==> config.mk <==
export PLATFORM = sky130hd
export DESIGN_NAME = bus_target_with_id_arbitration_core
export DESIGN_NICKNAME = d
export VERILOG_FILES = /design/src/hw/rtl/btia_pkg.sv /design/src/hw/rtl/btia_ram.sv /design/src/hw/rtl/btia_fifo.sv /design/src/hw/rtl/btia_front.sv /design/src/hw/rtl/btia_back.sv /design/src/hw/rtl/btia_avg_pipe.sv /design/src/hw/rtl/bus_target_with_id_arbitration_core.sv
export SDC_FILE = /design/constraint.sdc
export NUM_CORES = 2
export LEC_CHECK = 0
export ABC_AREA = 1
export BUFFER_PORTS_ARGS = -buffer_cell sky130_fd_sc_hd__buf_2
export CAP_MARGIN = 15
export CORE_AREA = 2 2 388 390
export CTS_CLUSTER_DIAMETER = 150
export CTS_CLUSTER_SIZE = 8
export DETAILED_ROUTE_END_ITERATION = 8
export DIE_AREA = 0 0 390 392
export PLACE_DENSITY = 0.56
export SLEW_MARGIN = 20
export SYNTH_ARGS = -nofsm -noshare
export SYNTH_HDL_FRONTEND = slang
export SYNTH_SLANG_ARGS = --single-unit
==> constraint.sdc <==
create_clock -name clk -period 7.68 [get_ports clk]
set_input_delay 1.152 -clock clk [delete_from_list [all_inputs] [get_ports clk]]
set_output_delay 1.152 -clock clk [all_outputs]
set_load 0.005 [all_outputs]
==> src/hw/rtl/btia_pkg.sv <==
// Shared types, codes and sizes of the bus target with ID arbitration.
package btia_pkg;

    // Default sizes
    localparam int RING_DEPTH_DEF  = 8;
    localparam int SAMPLE_BITS_DEF = 24;
    localparam int MID_DEPTH       = 4;
    localparam int OUT_DEPTH       = 4;

    // Field widths
    localparam int FUNC_W      = 2;
    localparam int ADDR_W      = 7;
    localparam int COUNT_W     = 5;
    localparam int CMD_W       = 8;
    localparam int ID_W        = 48;
    localparam int PADDR_W     = 8;
    localparam int LEN_W       = 3;
    localparam int DATA_W      = 56;
    localparam int AVG_REPLY_W = 32;
    localparam int ID_BYTES    = ID_W / 8;
    localparam int CFG_IDX_W   = 1;

    // Bus function codes
    localparam logic [FUNC_W-1:0] FUNC_WRITE  = 2'd0;
    localparam logic [FUNC_W-1:0] FUNC_READ   = 2'd1;
    localparam logic [FUNC_W-1:0] FUNC_SAMPLE = 2'd2;

    // Fixed addresses
    localparam logic [ADDR_W-1:0] GC_ADDRESS  = 7'd0;
    localparam logic [ADDR_W-1:0] ARB_ADDRESS = 7'd8;

    // General-call commands
    localparam logic [CMD_W-1:0] GC_RESTART  = 8'h00;
    localparam logic [CMD_W-1:0] GC_ANSWER   = 8'h01;
    localparam logic [CMD_W-1:0] GC_SET_ADDR = 8'h02;
    localparam logic [CMD_W-1:0] GC_LOAD_CMP = 8'h03;
    localparam logic [CMD_W-1:0] GC_LED_OFF  = 8'h04;
    localparam logic [CMD_W-1:0] GC_LED_ON   = 8'h05;

    // Own-address commands
    localparam logic [CMD_W-1:0] OWN_SEL_AVG  = 8'h00;
    localparam logic [CMD_W-1:0] OWN_SEL_ID   = 8'h01;
    localparam logic [CMD_W-1:0] OWN_LED_OFF  = 8'h02;
    localparam logic [CMD_W-1:0] OWN_LED_ON   = 8'h03;
    localparam logic [CMD_W-1:0] OWN_SEL_TEST = 8'h04;

    // Required write lengths
    localparam logic [COUNT_W-1:0] SET_ADDR_LEN = 5'd8;
    localparam logic [COUNT_W-1:0] LOAD_CMP_LEN = 5'd7;

    // Reply lengths and arbitration bytes
    localparam logic [LEN_W-1:0] LEN_NONE = 3'd0;
    localparam logic [LEN_W-1:0] LEN_ARB  = 3'd1;
    localparam logic [LEN_W-1:0] LEN_AVG  = 3'd4;
    localparam logic [LEN_W-1:0] LEN_ID   = 3'd7;
    localparam logic [7:0]       ARB_WIN  = 8'h00;
    localparam logic [7:0]       ARB_LOSE = 8'hFF;

    // Config register indexes
    localparam logic [CFG_IDX_W-1:0] CFG_DEVICE_ID = 1'b0;
    localparam logic [CFG_IDX_W-1:0] CFG_INIT_ADDR = 1'b1;

    typedef enum logic [1:0] {
        KIND_NONE   = 2'd0,
        KIND_WRITE  = 2'd1,
        KIND_READ   = 2'd2,
        KIND_SAMPLE = 2'd3
    } kind_t;

    typedef enum logic [1:0] {
        SEL_AVG  = 2'd0,
        SEL_ID   = 2'd1,
        SEL_TEST = 2'd2
    } readout_t;

    typedef struct packed {
        logic restart;
        logic answer_on;
        logic set_addr;
        logic load_cmp;
        logic led_off;
        logic led_on;
    } gc_act_t;

    typedef struct packed {
        logic sel_avg;
        logic sel_id;
        logic sel_test;
        logic led_off;
        logic led_on;
    } own_act_t;

    typedef struct packed {
        kind_t               kind;
        gc_act_t             gc;
        own_act_t            own;
        logic [ADDR_W-1:0]   bus_address;
        logic [ID_W-1:0]     payload_id;
        logic [ADDR_W-1:0]   new_address;
    } item_t;

    typedef struct packed {
        logic [LEN_W-1:0]  read_len;
        logic [DATA_W-1:0] read_data;
        logic [ADDR_W-1:0] own_address;
        logic              address_store;
        logic              led_on;
        logic              restart_request;
        logic              answer_enabled;
        logic              avg_reply;
    } result_t;

endpackage

==> src/hw/rtl/btia_ram.sv <==
// Generic single-write, single-read RAM with registered read data.
module btia_ram #(
    parameter int WIDTH = 8,
    parameter int DEPTH = 8,
    localparam int AW = $clog2(DEPTH)
) (
    input  logic             clk,
    input  logic             we,
    input  logic [AW-1:0]    waddr,
    input  logic [WIDTH-1:0] wdata,
    input  logic [AW-1:0]    raddr,
    output logic [WIDTH-1:0] rdata
);

    logic [WIDTH-1:0] mem_reg [DEPTH];
    logic [WIDTH-1:0] rdata_reg;

    always_ff @(posedge clk)
    begin
        if (we)
        begin
            mem_reg[waddr] <= wdata;
        end
        rdata_reg <= mem_reg[raddr];
    end

    assign rdata = rdata_reg;

endmodule

==> src/hw/rtl/btia_fifo.sv <==
// Small flop-based FIFO with queue-style push/full and pop/empty.
module btia_fifo #(
    parameter int WIDTH = 8,
    parameter int DEPTH = 4
) (
    input  logic             clk,
    input  logic             rst_n,
    input  logic             push,
    input  logic [WIDTH-1:0] din,
    output logic             full,
    input  logic             pop,
    output logic [WIDTH-1:0] dout,
    output logic             empty
);

    localparam int PTR_W = (DEPTH > 1) ? $clog2(DEPTH) : 1;
    localparam int CNT_W = $clog2(DEPTH + 1);
    localparam logic [PTR_W-1:0] PTR_LAST = PTR_W'(DEPTH - 1);
    localparam logic [CNT_W-1:0] CNT_FULL = CNT_W'(DEPTH);

    logic [WIDTH-1:0] mem_reg [DEPTH];
    logic [PTR_W-1:0] wr_ptr_reg, wr_ptr_next;
    logic [PTR_W-1:0] rd_ptr_reg, rd_ptr_next;
    logic [CNT_W-1:0] count_reg, count_next;
    logic             do_push, do_pop;

    assign full    = (count_reg == CNT_FULL);
    assign empty   = (count_reg == '0);
    assign do_push = push && !full;
    assign do_pop  = pop && !empty;
    assign dout    = mem_reg[rd_ptr_reg];

    always_comb
    begin
        wr_ptr_next = wr_ptr_reg;
        rd_ptr_next = rd_ptr_reg;
        count_next  = count_reg;
        if (do_push)
        begin
            wr_ptr_next = (wr_ptr_reg == PTR_LAST) ? '0 : wr_ptr_reg + 1'b1;
        end
        if (do_pop)
        begin
            rd_ptr_next = (rd_ptr_reg == PTR_LAST) ? '0 : rd_ptr_reg + 1'b1;
        end
        if (do_push && !do_pop)
        begin
            count_next = count_reg + 1'b1;
        end
        else if (do_pop && !do_push)
        begin
            count_next = count_reg - 1'b1;
        end
    end

    always_ff @(posedge clk or negedge rst_n)
    begin
        if (!rst_n)
        begin
            wr_ptr_reg <= '0;
            rd_ptr_reg <= '0;
            count_reg  <= '0;
        end
        else
        begin
            wr_ptr_reg <= wr_ptr_next;
            rd_ptr_reg <= rd_ptr_next;
            count_reg  <= count_next;
        end
    end

    always_ff @(posedge clk)
    begin
        if (do_push)
        begin
            mem_reg[wr_ptr_reg] <= din;
        end
    end

endmodule

==> src/hw/rtl/btia_front.sv <==
// Front end: accepts bus items and decodes them into actions.
module btia_front (
    input  logic                          push,
    output logic                          full,
    input  logic [btia_pkg::FUNC_W-1:0]   func,
    input  logic [btia_pkg::ADDR_W-1:0]   bus_address,
    input  logic [btia_pkg::COUNT_W-1:0]  byte_count,
    input  logic [btia_pkg::CMD_W-1:0]    command,
    input  logic [btia_pkg::ID_W-1:0]     payload_id,
    input  logic [btia_pkg::PADDR_W-1:0]  payload_address,
    input  logic                          mid_full,
    output logic                          mid_push,
    output btia_pkg::item_t               mid_item
);

    logic is_gc;

    assign full     = mid_full;
    assign mid_push = push && !mid_full;
    assign is_gc    = (bus_address == btia_pkg::GC_ADDRESS);

    always_comb
    begin
        // zero-length writes are decoded as KIND_NONE here
        priority if (func == btia_pkg::FUNC_WRITE && byte_count != '0)
        begin
            mid_item.kind = btia_pkg::KIND_WRITE;
        end
        else if (func == btia_pkg::FUNC_READ)
        begin
            mid_item.kind = btia_pkg::KIND_READ;
        end
        else if (func == btia_pkg::FUNC_SAMPLE)
        begin
            mid_item.kind = btia_pkg::KIND_SAMPLE;
        end
        else
        begin
            mid_item.kind = btia_pkg::KIND_NONE;
        end

        mid_item.gc.restart   = is_gc && (command == btia_pkg::GC_RESTART);
        mid_item.gc.answer_on = is_gc && (command == btia_pkg::GC_ANSWER);
        mid_item.gc.set_addr  = is_gc && (command == btia_pkg::GC_SET_ADDR)
                                && (byte_count == btia_pkg::SET_ADDR_LEN);
        mid_item.gc.load_cmp  = is_gc && (command == btia_pkg::GC_LOAD_CMP)
                                && (byte_count == btia_pkg::LOAD_CMP_LEN);
        mid_item.gc.led_off   = is_gc && (command == btia_pkg::GC_LED_OFF);
        mid_item.gc.led_on    = is_gc && (command == btia_pkg::GC_LED_ON);

        // own-address match is resolved in the back end
        mid_item.own.sel_avg  = (command == btia_pkg::OWN_SEL_AVG);
        mid_item.own.sel_id   = (command == btia_pkg::OWN_SEL_ID);
        mid_item.own.sel_test = (command == btia_pkg::OWN_SEL_TEST);
        mid_item.own.led_off  = (command == btia_pkg::OWN_LED_OFF);
        mid_item.own.led_on   = (command == btia_pkg::OWN_LED_ON);

        mid_item.bus_address  = bus_address;
        mid_item.payload_id   = payload_id;
        mid_item.new_address  = payload_address[btia_pkg::ADDR_W-1:0];
    end

endmodule

==> src/hw/rtl/btia_back.sv <==
// Back end: device state, config registers, replies and the sample ring sum.
module btia_back #(
    parameter int SAMPLE_BITS = btia_pkg::SAMPLE_BITS_DEF,
    parameter int RING_DEPTH  = btia_pkg::RING_DEPTH_DEF,
    localparam int SUM_W = SAMPLE_BITS + $clog2(RING_DEPTH)
) (
    input  logic                            clk,
    input  logic                            rst_n,
    input  logic                            en,
    input  logic                            mid_empty,
    output logic                            mid_pop,
    input  btia_pkg::item_t                 mid_item,
    input  logic signed [SAMPLE_BITS-1:0]   mid_sample,
    input  logic                            cfg_valid,
    input  logic [btia_pkg::CFG_IDX_W-1:0]  cfg_index,
    input  logic [btia_pkg::ID_W-1:0]       cfg_data,
    output logic                            res_valid,
    output btia_pkg::result_t               res,
    output logic signed [SUM_W-1:0]         res_sum
);

    localparam int IDX_W = $clog2(RING_DEPTH);
    localparam logic [IDX_W-1:0] IDX_LAST = IDX_W'(RING_DEPTH - 1);

    logic [btia_pkg::ID_W-1:0]   device_id_reg, device_id_next;
    logic [btia_pkg::ADDR_W-1:0] init_addr_reg, init_addr_next;
    logic [btia_pkg::ADDR_W-1:0] own_address_reg, own_address_next;
    logic                        answer_reg, answer_next;
    btia_pkg::readout_t          readout_reg, readout_next;
    logic [btia_pkg::ID_W-1:0]   compare_id_reg, compare_id_next;
    logic                        led_reg, led_next;
    logic                        restart_reg, restart_next;
    logic [IDX_W-1:0]            ring_index_reg, ring_index_next;
    logic [RING_DEPTH-1:0]       ring_vld_reg, ring_vld_next;
    logic                        rd_vld_reg;
    logic signed [SUM_W-1:0]     sum_reg, sum_next;

    logic                          do_item;
    logic                          own_hit;
    logic                          do_sample;
    logic [IDX_W-1:0]              idx_inc;
    logic [IDX_W-1:0]              rd_addr;
    logic [SAMPLE_BITS-1:0]        ram_rdata;
    logic signed [SAMPLE_BITS-1:0] old_sample;
    logic [btia_pkg::DATA_W-1:0]   id_reply;
    logic                          store;

    assign do_item   = en && !mid_empty;
    assign mid_pop   = do_item;
    assign own_hit   = (mid_item.bus_address == own_address_reg);
    assign do_sample = do_item && (mid_item.kind == btia_pkg::KIND_SAMPLE);

    // ring index advances before the slot is replaced
    assign idx_inc         = (ring_index_reg == IDX_LAST) ? '0 : ring_index_reg + 1'b1;
    assign ring_index_next = do_sample ? idx_inc : ring_index_reg;
    // prefetch the slot the next sample will replace
    assign rd_addr         = (ring_index_next == IDX_LAST) ? '0 : ring_index_next + 1'b1;
    assign old_sample      = rd_vld_reg ? ram_rdata : '0;

    btia_ram #(
        .WIDTH (SAMPLE_BITS),
        .DEPTH (RING_DEPTH)
    ) u_ring (
        .clk   (clk),
        .we    (do_sample),
        .waddr (idx_inc),
        .wdata (mid_sample),
        .raddr (rd_addr),
        .rdata (ram_rdata)
    );

    always_comb
    begin
        ring_vld_next = ring_vld_reg;
        sum_next      = sum_reg;
        if (do_sample)
        begin
            ring_vld_next[idx_inc] = 1'b1;
            sum_next = sum_reg - SUM_W'(old_sample) + SUM_W'(mid_sample);
        end
    end

    // identity bytes go out most significant first, then the LED level
    always_comb
    begin
        id_reply = '0;
        for (int k = 0; k < btia_pkg::ID_BYTES; k++)
        begin
            id_reply[8*k +: 8] = device_id_reg[btia_pkg::ID_W-8-8*k +: 8];
        end
        id_reply[btia_pkg::ID_W] = led_reg;
    end

    always_comb
    begin
        device_id_next   = device_id_reg;
        init_addr_next   = init_addr_reg;
        own_address_next = own_address_reg;
        answer_next      = answer_reg;
        readout_next     = readout_reg;
        compare_id_next  = compare_id_reg;
        led_next         = led_reg;
        restart_next     = restart_reg;
        store            = 1'b0;

        if (do_item && mid_item.kind == btia_pkg::KIND_WRITE)
        begin
            if (mid_item.gc.restart)
            begin
                restart_next = 1'b1;
            end
            if (mid_item.gc.answer_on)
            begin
                answer_next = 1'b1;
            end
            if (mid_item.gc.set_addr && mid_item.payload_id == device_id_reg)
            begin
                answer_next      = 1'b0;
                own_address_next = mid_item.new_address;
                store            = 1'b1;
            end
            if (mid_item.gc.load_cmp)
            begin
                compare_id_next = mid_item.payload_id;
            end
            if (mid_item.gc.led_off)
            begin
                led_next = 1'b0;
            end
            if (mid_item.gc.led_on)
            begin
                led_next = 1'b1;
            end
            // own-address match uses the address from before this write
            if (own_hit)
            begin
                if (mid_item.own.sel_avg)
                begin
                    readout_next = btia_pkg::SEL_AVG;
                end
                if (mid_item.own.sel_id)
                begin
                    readout_next = btia_pkg::SEL_ID;
                end
                if (mid_item.own.sel_test)
                begin
                    readout_next = btia_pkg::SEL_TEST;
                end
                if (mid_item.own.led_off)
                begin
                    led_next = 1'b0;
                end
                if (mid_item.own.led_on)
                begin
                    led_next = 1'b1;
                end
            end
        end

        // config writes must arrive only while idle; the block itself does not enforce it
        if (cfg_valid)
        begin
            unique case (cfg_index)
                btia_pkg::CFG_DEVICE_ID:
                begin
                    device_id_next = cfg_data;
                end
                btia_pkg::CFG_INIT_ADDR:
                begin
                    init_addr_next   = cfg_data[btia_pkg::ADDR_W-1:0];
                    own_address_next = cfg_data[btia_pkg::ADDR_W-1:0];
                end
                default:
                begin
                    device_id_next = device_id_reg;
                end
            endcase
        end
    end

    // reply and status, state after the step
    always_comb
    begin
        res.read_len        = btia_pkg::LEN_NONE;
        res.read_data       = '0;
        res.avg_reply       = 1'b0;
        res.own_address     = own_address_next;
        res.address_store   = store;
        res.led_on          = led_next;
        res.restart_request = restart_next;
        res.answer_enabled  = answer_next;

        if (mid_item.kind == btia_pkg::KIND_READ)
        begin
            priority if (mid_item.bus_address == btia_pkg::ARB_ADDRESS && answer_reg)
            begin
                res.read_len       = btia_pkg::LEN_ARB;
                res.read_data[7:0] = (device_id_reg <= compare_id_reg) ?
                                     btia_pkg::ARB_WIN : btia_pkg::ARB_LOSE;
            end
            else if (own_hit)
            begin
                unique case (readout_reg)
                    btia_pkg::SEL_AVG:
                    begin
                        // bytes filled in once the average is known
                        res.read_len  = btia_pkg::LEN_AVG;
                        res.avg_reply = 1'b1;
                    end
                    btia_pkg::SEL_ID:
                    begin
                        res.read_len  = btia_pkg::LEN_ID;
                        res.read_data = id_reply;
                    end
                    default:
                    begin
                        res.read_len = btia_pkg::LEN_NONE;
                    end
                endcase
            end
            else
            begin
                res.read_len = btia_pkg::LEN_NONE;
            end
        end
    end

    assign res_valid = do_item;
    assign res_sum   = sum_next;

    always_ff @(posedge clk or negedge rst_n)
    begin
        if (!rst_n)
        begin
            device_id_reg   <= '0;
            init_addr_reg   <= '0;
            own_address_reg <= '0;
            answer_reg      <= 1'b0;
            readout_reg     <= btia_pkg::SEL_AVG;
            compare_id_reg  <= '0;
            led_reg         <= 1'b0;
            restart_reg     <= 1'b0;
            ring_index_reg  <= '0;
            ring_vld_reg    <= '0;
            rd_vld_reg      <= 1'b0;
            sum_reg         <= '0;
        end
        else
        begin
            device_id_reg   <= device_id_next;
            init_addr_reg   <= init_addr_next;
            own_address_reg <= own_address_next;
            answer_reg      <= answer_next;
            readout_reg     <= readout_next;
            compare_id_reg  <= compare_id_next;
            led_reg         <= led_next;
            restart_reg     <= restart_next;
            ring_index_reg  <= ring_index_next;
            ring_vld_reg    <= ring_vld_next;
            rd_vld_reg      <= ring_vld_reg[rd_addr];
            sum_reg         <= sum_next;
        end
    end

endmodule

==> src/hw/rtl/btia_avg_pipe.sv <==
// Average stage: divides the ring sum by the depth with a constant reciprocal multiply.
module btia_avg_pipe #(
    parameter int SAMPLE_BITS = btia_pkg::SAMPLE_BITS_DEF,
    parameter int RING_DEPTH  = btia_pkg::RING_DEPTH_DEF,
    localparam int SUM_W = SAMPLE_BITS + $clog2(RING_DEPTH)
) (
    input  logic                          clk,
    input  logic                          rst_n,
    input  logic                          en,
    input  logic                          in_valid,
    input  btia_pkg::result_t             in_res,
    input  logic signed [SUM_W-1:0]       in_sum,
    output logic                          out_valid,
    output btia_pkg::result_t             out_res,
    output logic signed [SAMPLE_BITS-1:0] out_avg
);

    // floor(x / RING_DEPTH) == (x * RECIP) >> SHIFT for every x below 2**SUM_W;
    // for a power-of-two depth RECIP is a single bit and the multiply is a shift
    localparam int SHIFT   = SUM_W + $clog2(RING_DEPTH);
    localparam int RECIP_W = SUM_W + 1;
    localparam int PROD_W  = SUM_W + RECIP_W;
    localparam longint unsigned RECIP_FULL =
        ((64'd1 << SHIFT) + 64'(RING_DEPTH) - 64'd1) / 64'(RING_DEPTH);
    localparam logic [RECIP_W-1:0] RECIP = RECIP_W'(RECIP_FULL);

    // stage A: sum as it left the state stage
    logic                          a_vld_reg;
    btia_pkg::result_t             a_res_reg;
    logic signed [SUM_W-1:0]       a_sum_reg;

    // stage B: quotient magnitude and sign
    logic                          b_vld_reg;
    btia_pkg::result_t             b_res_reg;
    logic                          b_neg_reg;
    logic [SAMPLE_BITS-1:0]        b_quo_reg;

    logic                          out_valid_reg;
    btia_pkg::result_t             out_res_reg;
    logic signed [SAMPLE_BITS-1:0] out_avg_reg;

    logic [SUM_W-1:0]                        mag;
    logic [PROD_W-1:0]                       prod;
    logic [SAMPLE_BITS-1:0]                  quo;
    logic signed [SAMPLE_BITS-1:0]           avg_c;
    logic signed [btia_pkg::AVG_REPLY_W-1:0] avg_ext;
    btia_pkg::result_t                       res_c;

    // magnitude divide; truncation toward zero falls out of the sign fix
    assign mag   = a_sum_reg[SUM_W-1] ? (~a_sum_reg + 1'b1) : a_sum_reg;
    assign prod  = PROD_W'(mag) * PROD_W'(RECIP);
    assign quo   = prod[SHIFT +: SAMPLE_BITS];

    assign avg_c   = b_neg_reg ? (~b_quo_reg + 1'b1) : b_quo_reg;
    assign avg_ext = btia_pkg::AVG_REPLY_W'(avg_c);

    // average readout: sign-extended average, low byte first
    always_comb
    begin
        res_c = b_res_reg;
        if (b_res_reg.avg_reply)
        begin
            res_c.read_data = {
                (btia_pkg::DATA_W - btia_pkg::AVG_REPLY_W)'(0), avg_ext};
        end
    end

    always_ff @(posedge clk or negedge rst_n)
    begin
        if (!rst_n)
        begin
            a_vld_reg     <= 1'b0;
            b_vld_reg     <= 1'b0;
            out_valid_reg <= 1'b0;
        end
        else if (en)
        begin
            a_vld_reg     <= in_valid;
            b_vld_reg     <= a_vld_reg;
            out_valid_reg <= b_vld_reg;
        end
    end

    always_ff @(posedge clk)
    begin
        if (en)
        begin
            a_res_reg   <= in_res;
            a_sum_reg   <= in_sum;
            b_res_reg   <= a_res_reg;
            b_neg_reg   <= a_sum_reg[SUM_W-1];
            b_quo_reg   <= quo;
            out_res_reg <= res_c;
            out_avg_reg <= avg_c;
        end
    end

    assign out_valid = out_valid_reg;
    assign out_res   = out_res_reg;
    assign out_avg   = out_avg_reg;

endmodule

==> src/hw/rtl/bus_target_with_id_arbitration_core.sv <==
// Top level of the bus target with ID arbitration.
//
// Input channel: queue style. An item (bus write, bus read or sensor sample)
// transfers on a clock edge with push high and full low. The front end
// decodes it into a short queue, so full only rises when that queue backs up.
// Result channel: queue style. The oldest result is on the ports while empty
// is low and transfers on an edge with pop high. Every item gives one result.
// Config channel: cfg_valid/cfg_ready, always ready; index 0 is device_id,
// index 1 is initial_address (also loads the own address at once). Write it
// only while no item is in flight.
// Throughput: one item per cycle while pop keeps the output queue from filling.
// Path from an input transfer to empty going low: the middle queue, the
// state stage, the reciprocal-multiply divide stage, then the output register
// that fixes the sign and fills the average reply, then the output queue.
// Stall: if pop stays low the output queue fills, the back end and divider
// freeze, then the middle queue fills and full rises. Nothing is dropped.
// Reset (rst_n low, async): queues empty, state cleared, ring reads as zero,
// own address and both config registers zero.
module bus_target_with_id_arbitration_core #(
    parameter int RING_DEPTH  = btia_pkg::RING_DEPTH_DEF,
    parameter int SAMPLE_BITS = btia_pkg::SAMPLE_BITS_DEF
) (
    input  logic                            clk,
    input  logic                            rst_n,

    input  logic                            push,
    output logic                            full,
    input  logic [btia_pkg::FUNC_W-1:0]     func,
    input  logic [btia_pkg::ADDR_W-1:0]     bus_address,
    input  logic [btia_pkg::COUNT_W-1:0]    byte_count,
    input  logic [btia_pkg::CMD_W-1:0]      command,
    input  logic [btia_pkg::ID_W-1:0]       payload_id,
    input  logic [btia_pkg::PADDR_W-1:0]    payload_address,
    input  logic signed [SAMPLE_BITS-1:0]   sample,

    output logic                            empty,
    input  logic                            pop,
    output logic [btia_pkg::LEN_W-1:0]      read_len,
    output logic [btia_pkg::DATA_W-1:0]     read_data,
    output logic [btia_pkg::ADDR_W-1:0]     own_address_out,
    output logic                            address_store,
    output logic                            led_on,
    output logic                            restart_request,
    output logic                            answer_enabled,
    output logic signed [SAMPLE_BITS-1:0]   average_out,

    input  logic                            cfg_valid,
    output logic                            cfg_ready,
    input  logic [btia_pkg::CFG_IDX_W-1:0]  cfg_index,
    input  logic [btia_pkg::ID_W-1:0]       cfg_data
);

    localparam int SUM_W = SAMPLE_BITS + $clog2(RING_DEPTH);
    localparam int MID_W = $bits(btia_pkg::item_t) + SAMPLE_BITS;
    localparam int OUT_W = $bits(btia_pkg::result_t) + SAMPLE_BITS;

    // front -> middle queue
    logic                          mid_push;
    logic                          mid_full;
    btia_pkg::item_t               front_item;
    logic [MID_W-1:0]              mid_dout;
    logic                          mid_empty;
    logic                          mid_pop;
    btia_pkg::item_t               mid_item;
    logic signed [SAMPLE_BITS-1:0] mid_sample;

    // back -> divider -> output queue
    logic                          pipe_en;
    logic                          back_valid;
    btia_pkg::result_t             back_res;
    logic signed [SUM_W-1:0]       back_sum;
    logic                          pipe_valid;
    btia_pkg::result_t             pipe_res;
    logic signed [SAMPLE_BITS-1:0] pipe_avg;
    logic                          out_full;
    logic [OUT_W-1:0]              out_dout;
    btia_pkg::result_t             out_res;

    assign cfg_ready = 1'b1;

    btia_front u_front (
        .push            (push),
        .full            (full),
        .func            (func),
        .bus_address     (bus_address),
        .byte_count      (byte_count),
        .command         (command),
        .payload_id      (payload_id),
        .payload_address (payload_address),
        .mid_full        (mid_full),
        .mid_push        (mid_push),
        .mid_item        (front_item)
    );

    btia_fifo #(
        .WIDTH (MID_W),
        .DEPTH (btia_pkg::MID_DEPTH)
    ) u_mid_q (
        .clk   (clk),
        .rst_n (rst_n),
        .push  (mid_push),
        .din   ({front_item, sample}),
        .full  (mid_full),
        .pop   (mid_pop),
        .dout  (mid_dout),
        .empty (mid_empty)
    );

    assign {mid_item, mid_sample} = mid_dout;

    // whole back end moves only when the output queue has room
    assign pipe_en = !out_full;

    btia_back #(
        .SAMPLE_BITS (SAMPLE_BITS),
        .RING_DEPTH  (RING_DEPTH)
    ) u_back (
        .clk        (clk),
        .rst_n      (rst_n),
        .en         (pipe_en),
        .mid_empty  (mid_empty),
        .mid_pop    (mid_pop),
        .mid_item   (mid_item),
        .mid_sample (mid_sample),
        .cfg_valid  (cfg_valid),
        .cfg_index  (cfg_index),
        .cfg_data   (cfg_data),
        .res_valid  (back_valid),
        .res        (back_res),
        .res_sum    (back_sum)
    );

    btia_avg_pipe #(
        .SAMPLE_BITS (SAMPLE_BITS),
        .RING_DEPTH  (RING_DEPTH)
    ) u_avg (
        .clk       (clk),
        .rst_n     (rst_n),
        .en        (pipe_en),
        .in_valid  (back_valid),
        .in_res    (back_res),
        .in_sum    (back_sum),
        .out_valid (pipe_valid),
        .out_res   (pipe_res),
        .out_avg   (pipe_avg)
    );

    btia_fifo #(
        .WIDTH (OUT_W),
        .DEPTH (btia_pkg::OUT_DEPTH)
    ) u_out_q (
        .clk   (clk),
        .rst_n (rst_n),
        .push  (pipe_valid && pipe_en),
        .din   ({pipe_res, pipe_avg}),
        .full  (out_full),
        .pop   (pop),
        .dout  (out_dout),
        .empty (empty)
    );

    assign {out_res, average_out} = out_dout;

    assign read_len        = out_res.read_len;
    assign read_data       = out_res.read_data;
    assign own_address_out = out_res.own_address;
    assign address_store   = out_res.address_store;
    assign led_on          = out_res.led_on;
    assign restart_request = out_res.restart_request;
    assign answer_enabled  = out_res.answer_enabled;

endmodule
# [Word level (Yosys, flattened, before mapping)]
# Memory sizes are Yosys's and may differ from the RTL's. A register that Yosys moved wholly into a read port is not among the register bits.
# Cells that the tools add are included.
[word_totals] reg_bits=453 ramBits=968 inputBits=156 output_inout_bits=97 word_cells=209 mem_count=3
[classes] n_addsub=14 n_lt_le_gt_ge=4 eq_ne=24 mux=56 bitwise=7 reduce_logical=48
[mem_list] memory="u_mid_q.mem_reg" depth=4 word_bits=99 rd=1 rd_ports_with_merged_regs=0 write_ports=1 line="btia_fifo.sv:21" rtl="logic [WIDTH-1:0] mem_reg [DEPTH];"
[mem_list] memory="u_out_q.mem_reg" depth=4 word_bits=95 rd=1 rd_ports_with_merged_regs=0 write_ports=1 line="btia_fifo.sv:21"
[mem_list] memory="u_back.u_ring.mem_reg" depth=8 word_bits=24 rd=1 rd_ports_with_merged_regs=1 write_ports=1 line="btia_ram.sv:15" rtl="logic [WIDTH-1:0] mem_reg [DEPTH];"
[op_table] cell="$eq A48 B48 Y1" count=1
[op_table] cell="$le A48 B48 Y1" count=1
[op_table] cell="$mux W24" count=2
[op_table] cell="$mux W32" count=1
[op_table] cell="$mux W8" count=4
[op_table] cell="$mux W7" count=4
[op_table] cell="$add A27 B1 Y27 const B" count=1
[op_table] cell="$add A27 B24 Y27" count=1
[op_table] cell="$mux W27" count=1
[op_table] cell="$not A27 Y27" count=1
[op_table] cell="$sub A27 B24 Y27" count=1
[op_table] cell="$mux W26" count=1
[op_table] cell="$logic_and A1 B1 Y1" count=25
[op_table] cell="$add A24 B1 Y24 const B" count=1
[op_table] cell="$not A24 Y24" count=1
[op_table] cell="$mux W1" count=23
[op_table] cell="$mux W3" count=7
[op_table] cell="$mux W2" count=10
[op_table] cell="$eq A8 B2 Y1 const B" count=2
[op_table] cell="$eq A8 B3 Y1 const B" count=2
[op_table] cell="$eq A2 B2 Y1 const B" count=7
[op_table] cell="$add A3 B1 Y3 const B" count=4
[op_table] cell="$eq A3 B3 Y1 const B" count=4
[op_table] cell="$add A2 B1 Y2 const B" count=4
[op_table] cell="26 further kinds" count=44

# [Logic depth before layout (Yosys ltp)]
[depth] word_depth=9 ltp_mapped=26 ltp_nobuf=20

# [Modules after synthesis]
# From an unflattened synthesis, not the netlist that was laid out.
[hier_totals] cells_unflattened=5612 hier_area_um2=63374.5
[modules_own_cells] mod="btia_fifo (u_mid_q)" instances=1 cells_each=1215 area_each_um2=16016.6
[modules_own_cells] mod="btia_fifo (u_out_q)" instances=1 cells_each=1170 area_each_um2=15778.9
[modules_own_cells] mod="btia_back" instances=1 cells_each=1507 area_each_um2=11208.2
[modules_own_cells] mod="btia_avg_pipe" instances=1 cells_each=715 area_each_um2=10692.8
[modules_own_cells] mod="btia_ram" instances=1 cells_each=872 area_each_um2=8906.0
[modules_own_cells] mod="btia_front" instances=1 cells_each=128 area_each_um2=747.0
[modules_own_cells] mod="bus_target_with_id_arbitration_core" instances=1 cells_each=5 area_each_um2=25.0

# [Worst setup path after synthesis]
# OpenSTA, ideal clock, no wires.
[synth_timing] path_type="reg-to-reg" startpoint="reg u_out_q.count_reg[0]" endpoint="mem u_out_q.mem_reg[3][0] in the netlist's numbering, enable pin" setup_ns=0.533 arrival_ns=6.479 setup_slack_ns=0.668 path_stages_with_launch=5 period_less_slack_ns=7.012 path_cell_list="dfrtp_1 > nor2_2 > nand2_4 > nand2_1 > nor2_1"
[synth_between] elab_chain_len=6
[synth_lines] element="start: declaration" line="btia_fifo.sv:24" rtl="logic [CNT_W-1:0] count_reg, count_next;"
[synth_lines] element="start signal: assignment" line="btia_fifo.sv:68" rtl="count_reg <= count_next;"
[synth_lines] element="$eq A3 B3 Y1 (*)" line="btia_fifo.sv:27" rtl="assign full = (count_reg == CNT_FULL);"
[synth_lines] element="$logic_not A1 Y1 (*)" line="bus_target_with_id_arbitration_core.sv:112" rtl="assign pipe_en = !out_full;"
[synth_lines] element="net pipe_en" line="bus_target_with_id_arbitration_core.sv:68" rtl="logic pipe_en;"
[synth_lines] element="$logic_and A1 B1 Y1" line="bus_target_with_id_arbitration_core.sv:154" rtl=".push (pipe_valid && pipe_en),"
[synth_lines] element="$logic_and A1 B1 Y1 (*)" line="btia_fifo.sv:29" rtl="assign do_push = push && !full;"
[synth_lines] element="$mux W1 (*)" line="btia_fifo.sv:74" rtl="if (do_push)"
[synth_lines] element="$mux W1 (not written as such) (*)" line="btia_fifo.sv:76" rtl="mem_reg[wr_ptr_reg] <= din;"
[synth_lines] element="end: declaration" line="btia_fifo.sv:21"
# The timed path passes the listed nets; every way through them passes the cells marked *.

# [Worst setup path after layout]
[layout_timing] startpoint="reg u_mid_q.rd_ptr_reg[0]" endpoint="reg u_avg.a_sum_reg[16] (data pin)"
[layout_between] elab_cells_between_ends=5
[layout_rtl] element="start: declaration" line="btia_fifo.sv:23" rtl="logic [PTR_W-1:0] rd_ptr_reg, rd_ptr_next;"
[layout_rtl] element="start signal: assignment" line="btia_fifo.sv:67" rtl="rd_ptr_reg <= rd_ptr_next;"
[layout_rtl] element="$mem_v2 Z4 W99"
[layout_rtl] element="net mid_dout[7]" line="bus_target_with_id_arbitration_core.sv:61" rtl="logic [MID_W-1:0] mid_dout;"
[layout_rtl] element="$add A27 B24 Y27" line="btia_back.sv:79" rtl="sum_next = sum_reg - SUM_W'(old_sample) + SUM_W'(mid_sample);"
[layout_rtl] element="$mux W27" line="btia_back.sv:76" rtl="if (do_sample)"
[layout_rtl] element="net back_sum[16]" line="bus_target_with_id_arbitration_core.sv:71" rtl="logic signed [SUM_W-1:0] back_sum;"
[layout_rtl] element="end signal: assignment" line="btia_avg_pipe.sv:89" rtl="a_sum_reg <= in_sum;"
[layout_rtl] element="end: declaration" line="btia_avg_pipe.sv:30" rtl="logic signed [SUM_W-1:0] a_sum_reg;"
# The timed path passes the listed nets, and every way through them passes these cells.
# A chain may end at the register's enable or synchronous reset.

==> flow_summary_export.csv <==
group,metric,value,unit
sta,hold_viol_final,0,
clock_tree,cts-root-buf,"clkbuf_16",
power_and_ir_drop,ir_drop,0.361,mV
placement,io_buffer_count,243,
yosys,synth_top_area_cell,"edfxtp_1",
clock_tree,numCtsBuffers,192,
outcome,status,"complete, no violations",
yosys,synthArstFlopShare,0.118,
placement,routabilityCongestion,0.862,
layout,final_cell_area,66700,um^2
yosys,seq_area_frac_synth,0.705,
clock_tree,path_clk_slew,0.05,ns
routing,dr.pass1.iters,5,
power_and_ir_drop,power_frac_comb,0.401,
layout,layout-drive-gt1-share,0.113,
clock_tree,cts_tree,"built",
worst_setup_path,crit_slowest_cell,"dfrtp_4",
layout,multiInputGateArea,14600,um^2
clock_tree,clock_sinks,1391,
floorplanning,die_w,390,um
yosys,synth_seq_cells,1391,
sta,setup_viol,0,
sta,period_needed,5.30,ns
sta,finClkSkew,0.102,ns
worst_setup_path,r2r_slack,2.38,ns
yosys,yosys-top-cells-area,"edfxtp_1 (63%), dfrtp_1 (7.1%), nand2_1 (6.3%), o21ai_0 (4.1%), nor2_1 (2.9%)",
worst_setup_path,crit_fanout,66,
layout,fillers,13647,
routing,drt-initial-drc-count,3343,
layout,regArea,40700,um^2
layout,areaGrowthSynthToFinish,15.4,%
global_routing,grt_max_degree,159,
worst_setup_path,cp-end-kind,"register",
yosys,synth_top_area_share,0.625,
floorplanning,coreArea,149000,um^2
layout,largest_reg_flops,396,
floorplanning,dieHeight,392,um
sta,finalSetupTns,0,ns
sta,slew_violations,0,
sta,max_freq,0.189,GHz
clock_tree,cts_resized,0,
sta,tightestPinTransition,1.09,ns
power_and_ir_drop,power_density,513,nW/um^2
worst_setup_path,slowest_delay,0.71,ns
routing,drc_errors,0,
flow_run,drv_cap,0,
yosys,syn_area_per_cell,11.8,um^2
floorplanning,num_io_pins,253,
worst_setup_path,worst_ep_required_time,8.18,ns
worst_setup_path,cp_common_cell,"o21ai_0",
power_and_ir_drop,p_int,20.3,mW
global_routing,antenna_found_initial,23,
placement,dpl.hpwl,93900,um
power_and_ir_drop,pwr-share-clk,0.229,
worst_setup_path,r2r_end,"u_avg.a_sum_reg[16]",
yosys,ys_types,54,
yosys,syn_inst,4889,
worst_setup_path,r2r_start,"u_mid_q.rd_ptr_reg[0]",
global_routing,grt_overflow,0,
placement,placed_area,61000,um^2
clock_tree,htree_levels,4,
floorplanning,dieArea,153000,um^2
sta,rsz0062_at_grt,"false",
routing,wire_per_inst,20.4,um
routing,ant_nets,0,
global_routing,grt_pass1_wl,220000,um
yosys,synth_edf_count,1203,
global_routing,track_usage,0.191,
clock_tree,hold_buffers,0,
routing,viasPerCell,5.06,
power_and_ir_drop,p_switching,13.9,mW
layout,nets,5448,
sta,timing.final.crit_share,0.690,
clock_tree,clock_latency,0.84,ns
power_and_ir_drop,netSwitchingFraction,0.405,
worst_setup_path,path_cells,"inv_6, nand2_1, a32oi_1, inv_1, fa_1, inv_1, ha_1, inv_1, o21ai_0, o21ai_0, nand2_1, a21oi_1, o21ai_0, or2_2, nand3_1, o21ai_0",
clock_tree,post_cts_buffers,0,
routing,vias,36564,
worst_setup_path,arrival,5.80,ns
sta,slew_headroom,0.273,
global_routing,grt_pass1_vias,34502,
power_and_ir_drop,p_leak,26.1,nW
worst_setup_path,startpoint_type,"register",
floorplanning,row_count,142,
worst_setup_path,path_class,"reg -> reg",
floorplanning,start_util,0.388,
power_and_ir_drop,pwr-share-seq,0.369,
routing,routed_wl,148000,um
yosys,netlist_area,57800,um^2
worst_setup_path,rr_worst_depth,16,
worst_hold_path,hp-class,"in -> async",
clock_tree,clockBufferDepth,3,
yosys,ys.flop_type,"edfxtp_1",
yosys,ys_warn_count,0,
[through the flow]
| stage | total power, mW | hold slack, ns | worst slack [ns] | std cells | util |
|---|---|---|---|---|---|
| final | 34.2 | 0.272 | 2.38 | 7229 | 0.448 |
| after global routing | 36.7 | 0.266 | 1.92 | 7224 | 0.448 |
| after CTS | 34.5 | 0.236 | 2.40 | 7223 | 0.448 |
| after detailed placement | 26.5 | 0.405 | 2.44 | 6920 | 0.410 |
| after global placement | 26.3 | 0.404 | 2.57 | 6920 | 0.410 |
| after floorplan | 21.8 | 0.400 | 0.668 | 4895 | - |
[Yosys cell counts, types with 49 or more instances]
library cell and n:
dfrtp_1 164, o21ai_0 469, nand2_1 976, o22ai_1 97, ha_1 94, inv_1 424
edfxtp_1 1203, clkbuf_1 126, buf_2 49, a21oi_1 234, nor2_1 440, nand3_1 234
[metal layers]
| layer | GRT usage | up-vias | wire [um] |
|---|---|---|---|
| met1 | 0.285 | 17714 | 69700 |
| met5 | 0 | - | 115 |
| li1 | - | 17487 | - |
| met3 | 0.0412 | 247 | 10200 |
| met4 | 0.0575 | 20 | 3830 |
| met2 | 0.279 | 1096 | 63700 |
[layout make-up]
cell class | instances | area share
Antenna cell | 6 | 0.000225
Tap cell | 1944 | 0.0365
Clock buffer | 286 | 0.0774
Timing Repair Buffer | 295 | 0.0249
Sequential cell | 1391 | 0.611
Multi-Input combinational cell | 2859 | 0.218
Clock inverter | 17 | 0.00717
Inverter | 431 | 0.0246
[how the worst max path moves through the flow]
stage | to | slack [ns] | start | depth (start not counted)
4_1_cts | u_avg.a_sum_reg[16] | 2.40 | u_mid_q.rd_ptr_reg[0] | 16
6_report | u_avg.a_sum_reg[16] | 2.38 | u_mid_q.rd_ptr_reg[0] | 16
3_3_place_gp | u_avg.a_sum_reg[15] | 2.57 | u_mid_q.rd_ptr_reg[0] | 16
3_5_place_dp | u_avg.a_sum_reg[16] | 2.44 | u_mid_q.rd_ptr_reg[0] | 16
5_1_grt | u_avg.a_sum_reg[16] | 1.92 | u_mid_q.rd_ptr_reg[0] | 16
2_1_floorplan | u_out_q.mem_reg[3][0] | 0.67 | u_out_q.count_reg[0] | 4
[cells in the final DEF (no fill, tap or decap), drive strengths merged, types with 2 or more instances in the layout]
| master | n |
|---|---|
| xnor2 | 23 |
| or2 | 18 |
| a32o | 3 |
| o22ai | 97 |
| clkinv | 15 |
| a32oi | 23 |
| o21a | 3 |
| clkbuf | 286 |
| nand3 | 235 |
| o31ai | 2 |
| nor2 | 466 |
| nor4 | 11 |
| conb | 8 |
| o211ai | 6 |
| nand4 | 28 |
| a21o | 6 |
| xor2 | 42 |
| mux2 | 6 |
| inv | 431 |
| fa | 28 |
| buf | 295 |
| o2111ai | 2 |
| a31oi | 8 |
| nor3 | 22 |
| o21ai | 493 |
| nand3b | 5 |
| ha | 94 |
| dfxtp | 24 |
| diode | 6 |
| nand2 | 984 |
| o21bai | 2 |
| edfxtp | 1203 |
| and2 | 4 |
| dfrtp | 164 |
| a21oi | 234 |
[power by group through the flow]
stage | registers, mW | logic, mW | clock network (mW)
6_report | 12.6 | 13.7 | 7.85
5_1_grt | 12.9 | 15.5 | 8.35
4_1_cts | 12.6 | 13.8 | 8.02
3_5_place_dp | 12.8 | 13.8 | 0
3_3_place_gp | 12.7 | 13.7 | 0
2_1_floorplan | 12.4 | 9.40 | 0
[critical path: cells and delay by family, from the launching register on]
family / cells / cell delay, ns
adders and majority gates: 2 / 0.93
buffers and inverters: 4 / 0.94
and+or+nand+nor: 4 / 0.60
DFF: 1 / 0.71
AOI/OAI and AO/OA: 6 / 1.70
[cells by family after synthesis]
family / synth area share
other cells: 0.000130
simple gates: 0.126
compound gates: 0.0821
buf+inv: 0.0459
fa+ha+maj: 0.0301
mux: 0.00117
flops: 0.705
xor+xnor: 0.0102
(Power assumes the default switching activity.)
